==> config.mk <==
export PLATFORM = sky130hd
export DESIGN_NAME = varint_nine_byte_codec
export DESIGN_NICKNAME = d
export VERILOG_FILES = /design/src/rtl/vnbc_pkg.sv /design/src/rtl/vnbc_front.sv /design/src/rtl/vnbc_queue.sv /design/src/rtl/vnbc_back.sv /design/src/rtl/varint_nine_byte_codec.sv
export SDC_FILE = /design/constraint.sdc
export NUM_CORES = 1
export LEC_CHECK = 0
export ABC_AREA = 1
export ABC_CLOCK_PERIOD_IN_PS = 7950
export BUFFER_PORTS_ARGS = -buffer_cell sky130_fd_sc_hd__buf_4
export CORE_ASPECT_RATIO = 0.6
export CORE_MARGIN = 5
export CORE_UTILIZATION = 60
export CTS_CLUSTER_DIAMETER = 200
export CTS_CLUSTER_SIZE = 8
export DETAILED_ROUTE_END_ITERATION = 10
export PLACE_DENSITY = 0.81
export SLEW_MARGIN = 20
export SYNTH_ARGS = -nofsm -noshare
export SYNTH_HDL_FRONTEND = slang
export SYNTH_SLANG_ARGS = --single-unit
==> constraint.sdc <==
create_clock -name clk -period 7.95 [get_ports clk]
set_input_delay 0.795 -clock clk [delete_from_list [all_inputs] [get_ports clk]]
set_output_delay 0.795 -clock clk [all_outputs]
set_load 0.03 [all_outputs]
==> src/rtl/vnbc_pkg.sv <==
// ----------------------------------------------------------------------------
// vnbc_pkg
// Types and constants shared by the nine-byte varint codec.
// ----------------------------------------------------------------------------
package vnbc_pkg;

	localparam int MAX_BYTES        = 9;
	localparam int QUEUE_DEPTH_DEF  = 2;
	localparam int CNT_W            = $clog2(MAX_BYTES + 1);

	localparam logic DIR_DECODE = 1'b0;
	localparam logic DIR_ENCODE = 1'b1;

	localparam logic [7:0] GROUP_MASK = 8'h7f;
	localparam logic [7:0] CONT_FLAG  = 8'h80;

	typedef struct packed {
		logic [7:0]  byte_in;
		logic [63:0] value_in;
		logic        end_of_buffer;
	} in_req_t;

	typedef struct packed {
		logic [63:0] value_out;
		logic [7:0]  byte_out;
		logic        last_byte;
		logic        error;
	} out_req_t;

	// queued job: a decoded value/error, or a pre-aligned value to emit as bytes
	typedef struct packed {
		logic             enc;
		logic [63:0]      data;
		logic [CNT_W-1:0] cnt;
		logic             err;
	} job_t;

endpackage

==> src/rtl/vnbc_front.sv <==
// ----------------------------------------------------------------------------
// vnbc_front
// Accepts requests; accumulates decode bytes, sizes and aligns encode values.
// ----------------------------------------------------------------------------
module vnbc_front import vnbc_pkg::*; (
	input  logic    clk,
	input  logic    arst_n,
	input  logic    cfg_we,
	input  logic    cfg_wdata,
	input  logic    in_valid,
	output logic    in_ready,
	input  in_req_t in_req,
	output logic    job_valid,
	input  logic    job_ready,
	output job_t    job
);

	logic             direction_q;
	logic [63:0]      acc_q;
	logic [CNT_W-1:0] taken_q;

	logic             accept;
	logic [63:0]      acc_n;
	logic [CNT_W-1:0] taken_n;
	logic             done;
	logic             dec_emit;
	logic [7:0]       grp_nz;
	logic             nine;
	logic [CNT_W-1:0] nbytes;
	logic [63:0]      aligned;

	assign in_ready = job_ready;
	assign accept   = in_valid && in_ready;

	always_comb begin
		if (taken_q >= CNT_W'(MAX_BYTES - 1)) begin
			acc_n   = {acc_q[55:0], in_req.byte_in};
			taken_n = taken_q;
			done    = 1'b1;
		end else begin
			acc_n   = {acc_q[56:0], in_req.byte_in[6:0]};
			taken_n = taken_q + CNT_W'(1);
			done    = (in_req.byte_in & CONT_FLAG) == 8'h00;
		end
		dec_emit = done || in_req.end_of_buffer;
	end

	always_comb begin
		for (int k = 0; k < 8; k++) begin
			grp_nz[k] = |in_req.value_in[7*k +: 7];
		end
		nine   = |in_req.value_in[63:56];
		nbytes = CNT_W'(1);
		for (int k = 1; k < 8; k++) begin
			if (grp_nz[k]) nbytes = CNT_W'(k + 1);
		end
		if (nine) nbytes = CNT_W'(MAX_BYTES);
	end

	// top group lands in bits 63:57, ninth byte in bits 7:0
	always_comb begin
		case (nbytes)
			4'd1:    aligned = in_req.value_in << 57;
			4'd2:    aligned = in_req.value_in << 50;
			4'd3:    aligned = in_req.value_in << 43;
			4'd4:    aligned = in_req.value_in << 36;
			4'd5:    aligned = in_req.value_in << 29;
			4'd6:    aligned = in_req.value_in << 22;
			4'd7:    aligned = in_req.value_in << 15;
			4'd8:    aligned = in_req.value_in << 8;
			default: aligned = in_req.value_in;
		endcase
	end

	always_comb begin
		if (direction_q == DIR_ENCODE) begin
			job_valid = in_valid;
			job.enc   = 1'b1;
			job.data  = aligned;
			job.cnt   = nbytes;
			job.err   = 1'b0;
		end else begin
			job_valid = in_valid && dec_emit;
			job.enc   = 1'b0;
			job.data  = done ? acc_n : 64'd0;
			job.cnt   = CNT_W'(1);
			job.err   = !done;
		end
	end

	always_ff @(posedge clk or negedge arst_n) begin
		if (!arst_n) begin
			direction_q <= DIR_DECODE;
		end else if (cfg_we) begin
			direction_q <= cfg_wdata;
		end
	end

	always_ff @(posedge clk or negedge arst_n) begin
		if (!arst_n) begin
			acc_q   <= '0;
			taken_q <= '0;
		end else if (accept && direction_q == DIR_DECODE) begin
			if (dec_emit) begin
				acc_q   <= '0;
				taken_q <= '0;
			end else begin
				acc_q   <= acc_n;
				taken_q <= taken_n;
			end
		end
	end

endmodule

==> src/rtl/vnbc_queue.sv <==
// ----------------------------------------------------------------------------
// vnbc_queue
// Small job FIFO between the front and back sections.
// ----------------------------------------------------------------------------
module vnbc_queue import vnbc_pkg::*; #(
	parameter int DEPTH = QUEUE_DEPTH_DEF
) (
	input  logic clk,
	input  logic arst_n,
	input  logic push_valid,
	output logic push_ready,
	input  job_t push_job,
	output logic pop_valid,
	input  logic pop_ready,
	output job_t pop_job
);

	localparam int PTR_W = $clog2(DEPTH);
	localparam int FILL_W = $clog2(DEPTH + 1);

	job_t              mem [DEPTH];
	logic [PTR_W-1:0]  wr_ptr_q;
	logic [PTR_W-1:0]  rd_ptr_q;
	logic [FILL_W-1:0] fill_q;
	logic              push;
	logic              pop;

	assign push_ready = fill_q != FILL_W'(DEPTH);
	assign pop_valid  = fill_q != '0;
	assign push       = push_valid && push_ready;
	assign pop        = pop_valid && pop_ready;
	assign pop_job    = mem[rd_ptr_q];

	always_ff @(posedge clk) begin
		if (push) begin
			mem[wr_ptr_q] <= push_job;
		end
	end

	always_ff @(posedge clk or negedge arst_n) begin
		if (!arst_n) begin
			wr_ptr_q <= '0;
			rd_ptr_q <= '0;
			fill_q   <= '0;
		end else begin
			if (push) begin
				wr_ptr_q <= (wr_ptr_q == PTR_W'(DEPTH - 1)) ? '0 : wr_ptr_q + PTR_W'(1);
			end
			if (pop) begin
				rd_ptr_q <= (rd_ptr_q == PTR_W'(DEPTH - 1)) ? '0 : rd_ptr_q + PTR_W'(1);
			end
			case ({push, pop})
				2'b10:   fill_q <= fill_q + FILL_W'(1);
				2'b01:   fill_q <= fill_q - FILL_W'(1);
				default: fill_q <= fill_q;
			endcase
		end
	end

	a_fill_bound: assert property (@(posedge clk) disable iff (!arst_n)
		fill_q <= FILL_W'(DEPTH))
		else $error("queue fill above depth");

	a_empty_ptrs: assert property (@(posedge clk) disable iff (!arst_n)
		fill_q == '0 |-> wr_ptr_q == rd_ptr_q)
		else $error("empty queue with pointers apart");

	a_fill_step: assert property (@(posedge clk) disable iff (!arst_n)
		push && !pop |=> fill_q == $past(fill_q) + FILL_W'(1))
		else $error("fill count missed a push");

endmodule

==> src/rtl/vnbc_back.sv <==
// ----------------------------------------------------------------------------
// vnbc_back
// Emits one result per decode job, one encode byte per cycle unless stalled.
// ----------------------------------------------------------------------------
module vnbc_back import vnbc_pkg::*; (
	input  logic     clk,
	input  logic     arst_n,
	input  logic     job_valid,
	output logic     job_ready,
	input  job_t     job,
	output logic     out_valid,
	input  logic     out_ready,
	output out_req_t out_req
);

	logic             cur_valid_q;
	logic             cur_enc_q;
	logic [63:0]      cur_data_q;
	logic [CNT_W-1:0] cur_rem_q;
	logic             cur_nine_q;
	logic             cur_err_q;
	logic             is_last;
	logic             step;

	assign is_last   = !cur_enc_q || cur_rem_q == CNT_W'(1);
	assign step      = cur_valid_q && out_ready;
	assign job_ready = !cur_valid_q || (step && is_last);
	assign out_valid = cur_valid_q;

	always_comb begin
		out_req = '0;
		if (cur_enc_q) begin
			out_req.last_byte = is_last;
			if (is_last && cur_nine_q) begin
				out_req.byte_out = cur_data_q[63:56];
			end else if (is_last) begin
				out_req.byte_out = {1'b0, cur_data_q[63:57]} & GROUP_MASK;
			end else begin
				out_req.byte_out = {1'b0, cur_data_q[63:57]} | CONT_FLAG;
			end
		end else begin
			out_req.value_out = cur_data_q;
			out_req.error     = cur_err_q;
		end
	end

	always_ff @(posedge clk or negedge arst_n) begin
		if (!arst_n) begin
			cur_valid_q <= 1'b0;
			cur_enc_q   <= 1'b0;
			cur_rem_q   <= '0;
		end else if (job_ready) begin
			cur_valid_q <= job_valid;
			if (job_valid) begin
				cur_enc_q <= job.enc;
				cur_rem_q <= job.cnt;
			end
		end else if (step) begin
			cur_rem_q <= cur_rem_q - CNT_W'(1);
		end
	end

	always_ff @(posedge clk) begin
		if (job_ready && job_valid) begin
			cur_data_q <= job.data;
			cur_nine_q <= job.cnt == CNT_W'(MAX_BYTES);
			cur_err_q  <= job.err;
		end else if (step) begin
			cur_data_q <= cur_data_q << 7;
		end
	end

	a_rem_live: assert property (@(posedge clk) disable iff (!arst_n)
		cur_valid_q && cur_enc_q |-> cur_rem_q != '0 && cur_rem_q <= CNT_W'(MAX_BYTES))
		else $error("encode byte count out of range");

	a_no_pop_mid: assert property (@(posedge clk) disable iff (!arst_n)
		cur_valid_q && !is_last |-> !job_ready)
		else $error("job taken before varint finished");

	a_hold: assert property (@(posedge clk) disable iff (!arst_n)
		out_valid && !out_ready |=> out_valid && $stable(out_req))
		else $error("stalled result changed");

endmodule

==> src/rtl/varint_nine_byte_codec.sv <==
// ----------------------------------------------------------------------------
// varint_nine_byte_codec
// Big-endian base-128 varint codec, one to nine bytes per value.
// ----------------------------------------------------------------------------
// Usage:
//   cfg_we/cfg_wdata set direction (0 decode, 1 encode); write only when idle.
//   in_valid/in_ready/in_req carry one byte (decode) or one value (encode).
//   out_valid/out_ready/out_req carry results: a decoded value or error flag,
//   or encoded bytes, most significant group first, last_byte on the final.
// Timing:
//   A request is taken the cycle it arrives unless the job queue is full;
//   its first result is presented after the queue, then the output register.
//   Decode sustains one byte per cycle while the queue has room. Encode emits
//   one byte per cycle while out_ready is high, so a value holds the output
//   register until all its bytes (one to nine) are sent, and once the queue
//   fills, input is accepted only as values leave the output register.
// Reset:
//   Clears direction to decode, the partial varint, the queue and output.
// Stalls:
//   A result holds while out_ready is low; the queue absorbs QUEUE_DEPTH
//   further jobs before in_ready drops.
// ----------------------------------------------------------------------------
module varint_nine_byte_codec import vnbc_pkg::*; #(
	parameter int QUEUE_DEPTH = QUEUE_DEPTH_DEF
) (
	input  logic     clk,
	input  logic     arst_n,
	input  logic     cfg_we,
	input  logic     cfg_wdata,
	input  logic     in_valid,
	output logic     in_ready,
	input  in_req_t  in_req,
	output logic     out_valid,
	input  logic     out_ready,
	output out_req_t out_req
);

	logic push_valid;
	logic push_ready;
	job_t push_job;
	logic pop_valid;
	logic pop_ready;
	job_t pop_job;

	vnbc_front u_front (
		.clk       (clk),
		.arst_n    (arst_n),
		.cfg_we    (cfg_we),
		.cfg_wdata (cfg_wdata),
		.in_valid  (in_valid),
		.in_ready  (in_ready),
		.in_req    (in_req),
		.job_valid (push_valid),
		.job_ready (push_ready),
		.job       (push_job)
	);

	vnbc_queue #(
		.DEPTH (QUEUE_DEPTH)
	) u_queue (
		.clk        (clk),
		.arst_n     (arst_n),
		.push_valid (push_valid),
		.push_ready (push_ready),
		.push_job   (push_job),
		.pop_valid  (pop_valid),
		.pop_ready  (pop_ready),
		.pop_job    (pop_job)
	);

	vnbc_back u_back (
		.clk       (clk),
		.arst_n    (arst_n),
		.job_valid (pop_valid),
		.job_ready (pop_ready),
		.job       (pop_job),
		.out_valid (out_valid),
		.out_ready (out_ready),
		.out_req   (out_req)
	);

endmodule
* Yosys cells after proc, flatten, opt, wreduce, memory -nomap -nowiden
Memory sizes are Yosys's and may differ from the RTL's.
Index checks and enable logic that the tools add are counted.
W data, S select, Z words.
** Word-level totals
- Flip-flop bits (word level) :: 138
- Memories kept :: 1
- Memory bits (writable) :: 140
- Output and inout port bits :: 76
** Memory list
- u_queue.mem :: depth 2, width 70, read ports 1, clocked after Yosys merged registers in 0, write ports 1, line vnbc_queue.sv:21 : job_t mem [DEPTH];
** Operators by class
- $add $sub $neg :: 6
- Order comparisons :: 1
- Reductions and logical operators :: 30
- Bitwise gates (word level) :: 1
- Eq/ne operators :: 15
- Multiplexer cells :: 32
** Operators with widths (number)
- $pmux W64 S8 :: 1
- $mux W64 :: 5
- $mux W70 :: 1
- $mux W57 :: 1
- $reduce_or A7 Y1 :: 7
- $mux W4 :: 12
- $eq A4 B3 Y1 const B :: 4
- $mux W8 :: 2
- $mux W9 :: 1
- $eq A4 B1 Y1 const B :: 2
- $eq A4 B2 Y1 const B :: 2
- $eq A4 B4 Y1 const B :: 2
- $logic_and A1 B1 Y1 :: 8
- $logic_not A8 Y1 :: 1
- $reduce_bool A2 Y1 :: 4
- $reduce_or A8 Y1 :: 1
- $mux W1 :: 7
- $reduce_and A2 Y1 :: 3
- $add A4 B1 Y4 const B :: 1
- $ge A4 B4 Y1 const B :: 1
- $ne A2 B1 Y1 const B :: 2
- $pmux W2 S2 :: 1
- $sub A4 B1 Y4 const B :: 1
- $logic_not A1 Y1 :: 3
- 9 further kinds :: 12

* Longest topological paths before layout
Gate-level depths: netlist of run 1.
- Depth in word-level cells :: 12
- Mapped depth :: 18
- Depth with buffers taken out :: 17

* Cells and area by module
From an unflattened synthesis of run 1, not the netlist that was laid out.
** Second synthesis, totals
- Cells, all modules :: 2097
- Area, all modules :: 15934.0 µm²
** By module, submodules not included
- vnbc_front :: seq. area each 1551.5 µm², instances 1, area an instance 6736.5 µm², cells each 1221
- vnbc_queue :: seq. area each 4304.1 µm², instances 1, area an instance 5351.4 µm², cells each 395
- vnbc_back :: seq. area each 2132.0 µm², instances 1, area an instance 3846.2 µm², cells each 481

* Least setup slack after synthesis of run 1
Ideal clock, no wire load.
- Path type :: input -> register
- From :: input in_req[72] in the netlist's numbering
- To :: memory u_queue.mem[1][0] in the netlist's numbering (enable)
- Arrival :: 4.060 ns
- Setup time :: 0.500 ns
- Required time :: 7.450 ns
- Path slack :: 3.391 ns
- Stages on the path :: 5
- Cells stage by stage :: nand2_1 nor2_1 nand2_1 nand2_1 nor2_1
** Between the ends
- Cells in the longest elaborated chain, start to end :: 8
** Ends and longest elaborated chain
- start, declared :: line varint_nine_byte_codec.sv:32 : input in_req_t in_req,
- $logic_not A8 Y1 :: line vnbc_front.sv:43 : done = (in_req.byte_in & CONT_FLAG) == 8'h00;
- $mux W1 :: line vnbc_front.sv:36 : if (taken_q >= CNT_W'(MAX_BYTES - 1)) begin
- $logic_or A1 B1 Y1 :: line vnbc_front.sv:45 : dec_emit = done || in_req.end_of_buffer;
- $logic_and A1 B1 Y1 :: line vnbc_front.sv:83 : job_valid = in_valid && dec_emit;
- $mux W1 :: line vnbc_front.sv:76 : if (direction_q == DIR_ENCODE) begin
- $logic_and A1 B1 Y1 :: line vnbc_queue.sv:30 : assign push = push_valid && push_ready;
- $mux W1 :: line vnbc_queue.sv:35 : if (push) begin
- $mux W1 (not written as such) :: line vnbc_queue.sv:36 : mem[wr_ptr_q] <= push_job;
- end, declared :: line vnbc_queue.sv:21
Every way passes these cells.

==> run_summary.xml, run 1 <==
<?xml version="1.0" encoding="UTF-8"?>
<metrics>
  <group name="sta">
    <metric name="fmax" unit="GHz">0.267</metric>
    <metric name="setup_total_negative_slack" unit="ns">0</metric>
    <metric name="worst_slew_margin_rel" unit="%">22.6</metric>
    <metric name="final.min_clock_period" unit="ns">3.74</metric>
    <metric name="layout_worst_path_cycle_share" unit="%">47.0</metric>
    <metric name="transition_time_of_the_tightest_slew_check_pin" unit="ns">1.16</metric>
    <metric name="rsz0062_at_grt" unit="">false</metric>
    <metric name="final_number_of_max_transition_violations" unit="">0</metric>
    <metric name="finClkSkew" unit="ns">0.0155</metric>
    <metric name="timing_hold_violations_final" unit="">0</metric>
    <metric name="hold-worst-slack" unit="ns">0.173</metric>
    <metric name="finalSetupViolCount" unit="">0</metric>
  </group>
  <group name="yosys">
    <metric name="count_of_unique_library_cells_instantiated_by_yosys" unit="">39</metric>
    <metric name="synth_largest_type_area_fraction" unit="%">41.0</metric>
    <metric name="synth-edff-count" unit="">206</metric>
    <metric name="synth_cells" unit="">1898</metric>
    <metric name="yosysTopAreaCell" unit="">edfxtp_1</metric>
    <metric name="synth-warning-count" unit="">0</metric>
    <metric name="synth_register_bits" unit="">278</metric>
    <metric name="postSynth.topFlopCell" unit="">edfxtp_1</metric>
    <metric name="syn-mean-instance-area" unit="µm²">7.96</metric>
    <metric name="yosysSeqAreaShare" unit="%">52.9</metric>
    <metric name="synth.net_count" unit="">1982</metric>
    <metric name="async_reset_ff_share" unit="%">25.9</metric>
    <metric name="mappedNetlistArea" unit="µm²">15100</metric>
    <metric name="synth_area_leaders" unit="">edfxtp_1, nand2_1, dfrtp_1</metric>
  </group>
  <group name="placement">
    <metric name="dp_hpwl" unit="µm">40400</metric>
    <metric name="io_buf_count" unit="">154</metric>
    <metric name="globalplace.congestion" unit="">1.08</metric>
  </group>
  <group name="global_routing">
    <metric name="grt_pass1_wl" unit="µm">84300</metric>
    <metric name="grt_start_max_net_pins" unit="">94</metric>
    <metric name="number_of_antenna_violations_at_the_first_check_in_global_routing" unit="">1</metric>
    <metric name="total_routing_usage_reported_by_global_routing" unit="%">39.1</metric>
    <metric name="grt_pass1_vias" unit="">13669</metric>
    <metric name="overflow" unit="">0</metric>
  </group>
  <group name="route">
    <metric name="via_density_per_instance" unit="">6.24</metric>
    <metric name="avgRoutedWirePerCell" unit="µm">24.2</metric>
    <metric name="via_count" unit="">14730</metric>
    <metric name="drc" unit="">0</metric>
    <metric name="dr.first_iter.drc_count" unit="">2582</metric>
    <metric name="first_pass_iters" unit="">7</metric>
    <metric name="antenna_left" unit="">0</metric>
    <metric name="totalWireLength" unit="µm">57100</metric>
  </group>
  <group name="pwr">
    <metric name="net_switching_power" unit="W">0.00258</metric>
    <metric name="power.density" unit="nW/µm²">359</metric>
    <metric name="power.clock.fraction" unit="%">25.7</metric>
    <metric name="power.static_leakage" unit="nW">7.53</metric>
    <metric name="swShare" unit="%">40.7</metric>
    <metric name="worst_voltage_drop_across_the_vdd_grid" unit="V">0.000375</metric>
    <metric name="share_comb_of_total_power" unit="%">36.7</metric>
    <metric name="internal_power" unit="W">0.00375</metric>
    <metric name="p_seq_share" unit="%">37.7</metric>
  </group>
  <group name="critical_path">
    <metric name="endpoint_class_of_the_critical_path" unit="">register</metric>
    <metric name="cp_max_fo" unit="">22</metric>
    <metric name="startpoint" unit="">in_req[64]</metric>
    <metric name="crit-reg2reg-capture" unit="">u_back.cur_data_q[50]$_DFFE_PP_</metric>
    <metric name="start_of_the_worst_register_to_register_path" unit="">u_back.cur_rem_q[1]$_DFFE_PN0P_</metric>
    <metric name="timing_worst_setup_path_type" unit="">in2reg</metric>
    <metric name="worst_ep_arrival_time" unit="ns">4.09</metric>
    <metric name="critPathCapture" unit="">u_queue.mem[0][67]$_DFFE_PP_</metric>
    <metric name="worst-r2r-setup-slack" unit="ns">4.21</metric>
    <metric name="start_kind" unit="">input pin</metric>
    <metric name="cp.required" unit="ns">8.30</metric>
    <metric name="timing.reg2reg.worst_path_depth" unit="">9</metric>
  </group>
  <group name="layout">
    <metric name="final_layout_size_suffix_gt1_share" unit="%">12.6</metric>
    <metric name="fin_nets" unit="">2081</metric>
    <metric name="area_growth_syn_to_layout" unit="%">16.5</metric>
  </group>
  <group name="floorplan">
    <metric name="placement_rows" unit="">45</metric>
    <metric name="pin_count" unit="">155</metric>
    <metric name="core_area" unit="µm²">25100</metric>
    <metric name="die-width" unit="µm">215</metric>
    <metric name="die_area" unit="µm²">28600</metric>
    <metric name="dieHeight" unit="µm">133</metric>
    <metric name="initial_utilization" unit="%">60.3</metric>
  </group>
  <group name="clock_network">
    <metric name="cts.repair.resized" unit="">0</metric>
    <metric name="h-tree-depth" unit="">2</metric>
    <metric name="clock_sinks" unit="">278</metric>
    <metric name="clk_transition_reported_paths" unit="ns">0.07</metric>
    <metric name="cts_hold_buf" unit="">0</metric>
    <metric name="cts_tree" unit="">done</metric>
    <metric name="clk_latency" unit="ns">0.55</metric>
    <metric name="numCtsBuffers" unit="">40</metric>
    <metric name="cts-root-to-sink-buffers" unit="">3</metric>
    <metric name="post-cts-setup-buffer-count" unit="">0</metric>
    <metric name="root_buffer_master" unit="">clkbuf_16</metric>
  </group>
  <group name="outcome">
    <metric name="run_status" unit="">completed</metric>
  </group>
  <group name="run">
    <metric name="timing.max_cap.violations" unit="">0</metric>
  </group>
  <group name="worst_hold_path">
    <metric name="timing.hold.worst.class" unit="">in2async</metric>
  </group>
</metrics>
## cell usage in the layout (no fill, tap or decap), types with 2 or more instances in the layout
cell,n
o21ai_0,128
mux2i_1,2
nand2_4,2
ha_1,5
clkbuf_16,41
nor2_2,4
nor2_4,7
buf_4,171
o211ai_1,6
nor2_1,263
nand2_2,4
dfrtp_1,69
dfrtp_2,3
o22ai_1,47
a31oi_1,58
o2111ai_1,2
nand4_1,32
inv_2,14
o221ai_1,7
a21oi_1,67
edfxtp_1,206
nand2_1,504
clkbuf_1,30
o21ai_1,3
a21oi_4,2
nor3_1,3
clkinv_1,3
inv_1,214
nand3_1,117
xor2_1,4
## kinds of logic after synthesis
kind of cell / count (synthesis) / synth area share [%]
compound gates: 322 / 12.0
fa+ha+maj: 5 / 0.414
simple gates: 942 / 25.6
xor+xnor: 5 / 0.290
flops: 278 / 52.9
buf+inv: 344 / 8.74
mux: 2 / 0.133
## synthesized netlist by cell type, types with 6 or more instances
library cell and n:
inv_2 13, o221ai_1 7, nand3_1 117, a31oi_1 58, a21oi_1 68, o21ai_0 128
nand2_1 505, clkbuf_1 83, nor2_1 269, buf_2 11, edfxtp_1 206, buf_1 16
o211ai_1 6, nand4_1 32, dfrtp_1 72, o22ai_1 47, inv_1 215
## final cells by class
type | instances | area [µm²]
inverter | 230 | 863
clock inverter | 3 | 50.0
clock buffer | 71 | 1140
timing repair buffer | 171 | 1280
fill | 1944 | 7460
tap | 329 | 412
sequential | 278 | 7990
antenna | 1 | 2.50
multi-input combinational | 1276 | 5850
## worst min path at each step
stage | from | to | depth (start not counted)
final | arst_n | u_front.acc_q[10]$_DFFE_PN0P_ | 1
after global routing | arst_n | u_front.taken_q[0]$_DFFE_PN0P_ | 1
after CTS | arst_n | u_front.acc_q[10]$_DFFE_PN0P_ | 1
after detailed placement | u_front.acc_q[8]$_DFFE_PN0P_ | u_front.acc_q[8]$_DFFE_PN0P_ | 2
after global placement | u_front.acc_q[8]$_DFFE_PN0P_ | u_front.acc_q[8]$_DFFE_PN0P_ | 2
after floorplan | u_front.direction_q$_DFFE_PN0P_ | u_queue.mem[0][69]$_DFFE_PP_ | 0
## layer usage
layer | up-vias | global-route usage, % | share of wire [%]
li1 | 6470 | - | -
met2 | 1225 | 50.2 | 38
met5 | - | 0 | 0.035
met3 | 127 | 20.1 | 19
met4 | 2 | 9.47 | 2.7
met1 | 6906 | 58.2 | 40
## state kept, by name (all words and copies together), names as in the netlist
signal               cells
u_front.acc_q           57
u_back.cur_data_q       64
u_front.taken_q          4
u_back.cur_err_q         1
u_back.cur_rem_q         4
u_queue.wr_ptr_q         1
u_back.cur_enc_q         1
u_back.cur_nine_q        1
u_queue.rd_ptr_q         1
u_queue.fill_q           2
u_queue.mem            140
u_back.out_valid         1
u_front.direction_q      1
## per-stage QoR
step	utilization, %	cells	setup WS [ns]	instance area [µm²]	total power, W
CTS	70.2	2358	4.29	17600	0.00626
global placement	65.5	2284	3.97	16400	0.00457
floorplan	-	1898	3.39	15100	0.00374
global route	70.2	2358	3.95	17600	0.00658
finish	70.2	2359	4.21	17600	0.00632
detailed placement	65.5	2284	3.99	16400	0.00464
## power groups by stage
stage | sequential (W) | combinational [W] | clock [W]
after global placement | 0.00237 | 0.00220 | 0
after detailed placement | 0.00239 | 0.00225 | 0
after global routing | 0.00240 | 0.00249 | 0.00169
final | 0.00238 | 0.00232 | 0.00162
after floorplan | 0.00228 | 0.00146 | 0
after CTS | 0.00236 | 0.00228 | 0.00161
## critical path, cell delays in order
cell and delay (ns):
buf_4 0.11, inv_1 0.06, nand4_1 0.15, nor2_4 0.53
nand2_1 0.30, a21oi_4 0.39, nand3_1 0.70, o21ai_0 0.47
nor2_1 0.18, nand3_1 0.12, nand2_1 0.05, nand2_1 0.20
Note: power is estimated with default switching activity, not from simulation.
==> run 2, diff against run 1 <==
--- a/config.mk
+++ b/config.mk
@@ -6,7 +6,7 @@
 export NUM_CORES = 1
 export LEC_CHECK = 0
 export ABC_AREA = 1
-export ABC_CLOCK_PERIOD_IN_PS = 7950
+export ABC_CLOCK_PERIOD_IN_PS = 3700
 export BUFFER_PORTS_ARGS = -buffer_cell sky130_fd_sc_hd__buf_4
 export CORE_ASPECT_RATIO = 0.6
 export CORE_MARGIN = 5
==> constraint.sdc (replaced) <==
create_clock -name clk -period 3.7 [get_ports clk]
set_input_delay 0.37 -clock clk [delete_from_list [all_inputs] [get_ports clk]]
set_output_delay 0.37 -clock clk [all_outputs]
set_load 0.03 [all_outputs]
==> run 2 against run 1 <==
Clock power grew 120%. Worst setup slack lost 3.8 ns. Global-route usage up 1.3 points. Combinational power grew 130%. Via count up 2.1%. Die area unchanged. Critical endpoint is now u_back.cur_rem_q[2]$_DFFE_PN0P_.
==> run_summary.xml, run 2 (synthesis results as in run 1) <==
<?xml version="1.0" encoding="UTF-8"?>
<metrics>
  <group name="floorplan">
    <metric name="dieHeight" unit="µm">133</metric>
    <metric name="die-width" unit="µm">215</metric>
    <metric name="placement_rows" unit="">45</metric>
    <metric name="initial_utilization" unit="%">60.3</metric>
    <metric name="pin_count" unit="">155</metric>
    <metric name="die_area" unit="µm²">28600</metric>
    <metric name="core_area" unit="µm²">25100</metric>
  </group>
  <group name="sta">
    <metric name="setup_total_negative_slack" unit="ns">0</metric>
    <metric name="layout_worst_path_cycle_share" unit="%">88.9</metric>
    <metric name="finalSetupViolCount" unit="">0</metric>
    <metric name="rsz0062_at_grt" unit="">false</metric>
    <metric name="worst_slew_margin_rel" unit="%">21.4</metric>
    <metric name="fin_ws" unit="ns">0.412</metric>
    <metric name="transition_time_of_the_tightest_slew_check_pin" unit="ns">1.18</metric>
    <metric name="fmax" unit="GHz">0.304</metric>
    <metric name="timing_hold_violations_final" unit="">0</metric>
    <metric name="final_number_of_max_transition_violations" unit="">0</metric>
    <metric name="finClkSkew" unit="ns">0.0208</metric>
    <metric name="final.min_clock_period" unit="ns">3.29</metric>
  </group>
  <group name="critical_path">
    <metric name="crit-reg2reg-capture" unit="">u_back.cur_rem_q[2]$_DFFE_PN0P_</metric>
    <metric name="endpoint_class_of_the_critical_path" unit="">register</metric>
    <metric name="start_of_the_worst_register_to_register_path" unit="">u_back.cur_rem_q[1]$_DFFE_PN0P_</metric>
    <metric name="timing_worst_setup_path_type" unit="">reg2reg</metric>
    <metric name="start_kind" unit="">register</metric>
    <metric name="timing.reg2reg.worst_path_depth" unit="">10</metric>
    <metric name="worst_ep_arrival_time" unit="ns">3.74</metric>
    <metric name="cp.required" unit="ns">4.15</metric>
    <metric name="cp_max_fo" unit="">14</metric>
    <metric name="worst-r2r-setup-slack" unit="ns">0.41</metric>
  </group>
  <group name="route">
    <metric name="first_pass_iters" unit="">7</metric>
    <metric name="via_density_per_instance" unit="">6.33</metric>
    <metric name="via_count" unit="">15043</metric>
    <metric name="dr.first_iter.drc_count" unit="">2891</metric>
    <metric name="antenna_left" unit="">0</metric>
    <metric name="drc" unit="">0</metric>
    <metric name="avgRoutedWirePerCell" unit="µm">24.9</metric>
    <metric name="totalWireLength" unit="µm">59100</metric>
  </group>
  <group name="layout">
    <metric name="area_growth_syn_to_layout" unit="%">17.9</metric>
    <metric name="fin_nets" unit="">2101</metric>
    <metric name="final_layout_size_suffix_gt1_share" unit="%">13.4</metric>
    <metric name="layout.area.seq" unit="µm²">7990</metric>
    <metric name="largest_register_ff_count" unit="">140</metric>
    <metric name="largest_registers" unit="">u_queue.mem (140), u_back.cur_data_q (64), u_front.acc_q (57)</metric>
    <metric name="multiInputGateArea" unit="µm²">5850</metric>
    <metric name="antennaDiodeCount" unit="">0</metric>
    <metric name="mostFrequentLayoutCell" unit="">nand2_1</metric>
    <metric name="registers.top_by_ff_count" unit="">u_queue.mem</metric>
    <metric name="fillCellCount" unit="">1852</metric>
    <metric name="commonest_non_fill_non_tap_cells_in_the_layout" unit="">nand2_1, nor2_1, inv_1, edfxtp_1, buf_4</metric>
  </group>
  <group name="worst_hold_path">
    <metric name="whs_path_depth" unit="">2</metric>
    <metric name="timing.hold.worst.start" unit="">cfg_we</metric>
    <metric name="hold-path-endpoint" unit="">u_front.direction_q$_DFFE_PN0P_</metric>
    <metric name="timing.hold.worst.class" unit="">in2reg</metric>
  </group>
  <group name="clock_network">
    <metric name="clk_latency" unit="ns">0.56</metric>
    <metric name="post-cts-setup-buffer-count" unit="">0</metric>
    <metric name="cts.repair.resized" unit="">0</metric>
    <metric name="numCtsBuffers" unit="">40</metric>
    <metric name="cts_tree" unit="">done</metric>
    <metric name="cts-root-to-sink-buffers" unit="">3</metric>
    <metric name="clock_sinks" unit="">278</metric>
    <metric name="clk_transition_reported_paths" unit="ns">0.05</metric>
    <metric name="h-tree-depth" unit="">2</metric>
    <metric name="root_buffer_master" unit="">clkbuf_16</metric>
  </group>
  <group name="global_routing">
    <metric name="grt_pass1_vias" unit="">13816</metric>
    <metric name="number_of_antenna_violations_at_the_first_check_in_global_routing" unit="">0</metric>
    <metric name="grt_pass1_wl" unit="µm">87200</metric>
    <metric name="total_routing_usage_reported_by_global_routing" unit="%">40.4</metric>
    <metric name="overflow" unit="">0</metric>
    <metric name="grt_start_max_net_pins" unit="">114</metric>
  </group>
  <group name="pwr">
    <metric name="power.density" unit="nW/µm²">774</metric>
    <metric name="worst_voltage_drop_across_the_vdd_grid" unit="V">0.000631</metric>
    <metric name="report.power.total" unit="W">0.0138</metric>
    <metric name="power.static_leakage" unit="nW">7.65</metric>
  </group>
  <group name="placement">
    <metric name="io_buf_count" unit="">154</metric>
    <metric name="globalplace.congestion" unit="">1.05</metric>
    <metric name="dp_hpwl" unit="µm">40400</metric>
    <metric name="placement.setup.worst_slack" unit="ns">0.445</metric>
  </group>
  <group name="outcome">
    <metric name="run_status" unit="">completed</metric>
  </group>
  <group name="run">
    <metric name="timing.max_cap.violations" unit="">0</metric>
  </group>
</metrics>
==> run 2: critical path: stages, from the launching register on <==
cell and delay, ns:
dfrtp_1 0.35, inv_1 0.12, ha_1 0.17, nand3_1 0.14, nand2_1 0.20, a21oi_1 0.24
a21oi_4 0.48, clkinv_1 0.53, o21ai_1 0.50, o21ai_0 0.23, a22oi_1 0.22
==> run 2: worst max-delay path by stage <==
stage	start	endpoint	slack [ns]	cells after the start
floorplan	u_queue.fill_q[0]$_DFFE_PN0P_	u_queue.mem[1][0]$_DFFE_PP_	0.47	6
global placement	in_req[63]	u_queue.mem[0][46]$_DFFE_PP_	0.41	13
detailed placement	in_req[64]	u_queue.mem[1][47]$_DFFE_PP_	0.45	13
CTS	u_back.cur_rem_q[1]$_DFFE_PN0P_	u_back.cur_data_q[47]$_DFFE_PP_	0.64	9
global route	u_back.cur_rem_q[1]$_DFFE_PN0P_	u_back.cur_rem_q[2]$_DFFE_PN0P_	0.38	10
finish	u_back.cur_rem_q[1]$_DFFE_PN0P_	u_back.cur_rem_q[2]$_DFFE_PN0P_	0.41	10
==> run 2: through the flow <==
stage	std cells	hold slack [ns]	utilization, %	cell area [µm²]
after detailed placement	2303	0.500	66.3	16600
after floorplan	1898	0.0744	-	15100
after global placement	2303	0.493	66.3	16600
after global routing	2377	0.0509	71.1	17800
final	2377	0.0446	71.1	17800
after CTS	2376	0.0232	71.0	17800
==> run 2: what timing repair did <==
action                                 CTS  global route
hold buffers                             0             1
endpoints found under the hold margin    0            72
setup endpoints to repair                0             0
==> run 2: cell type report <==
class	instances	area share, %
Sequential cell	278	44.9
Timing Repair Buffer	191	8.44
Tap cell	329	2.31
Inverter	230	4.85
Multi-Input combinational cell	1276	32.9
Clock buffer	71	6.45
Clock inverter	2	0.225
==> run 2: power by group <==
group,switching (W),total (W),internal [W],leakage [nW]
Combinational,0.00376,0.00522,0.00147,4.14
Clock,0.00141,0.00351,0.00210,0.566
Sequential,0.000479,0.00504,0.00456,2.94
Total,0.00565,0.0138,0.00813,7.65
==> run 2: per-layer routing <==
layer / routed length, µm / global-route usage [%]
met5: 0 / 0
met4: 1660 / 9.51
met2: 22900 / 53.7
met1: 23000 / 59.7
met3: 11500 / 19.3
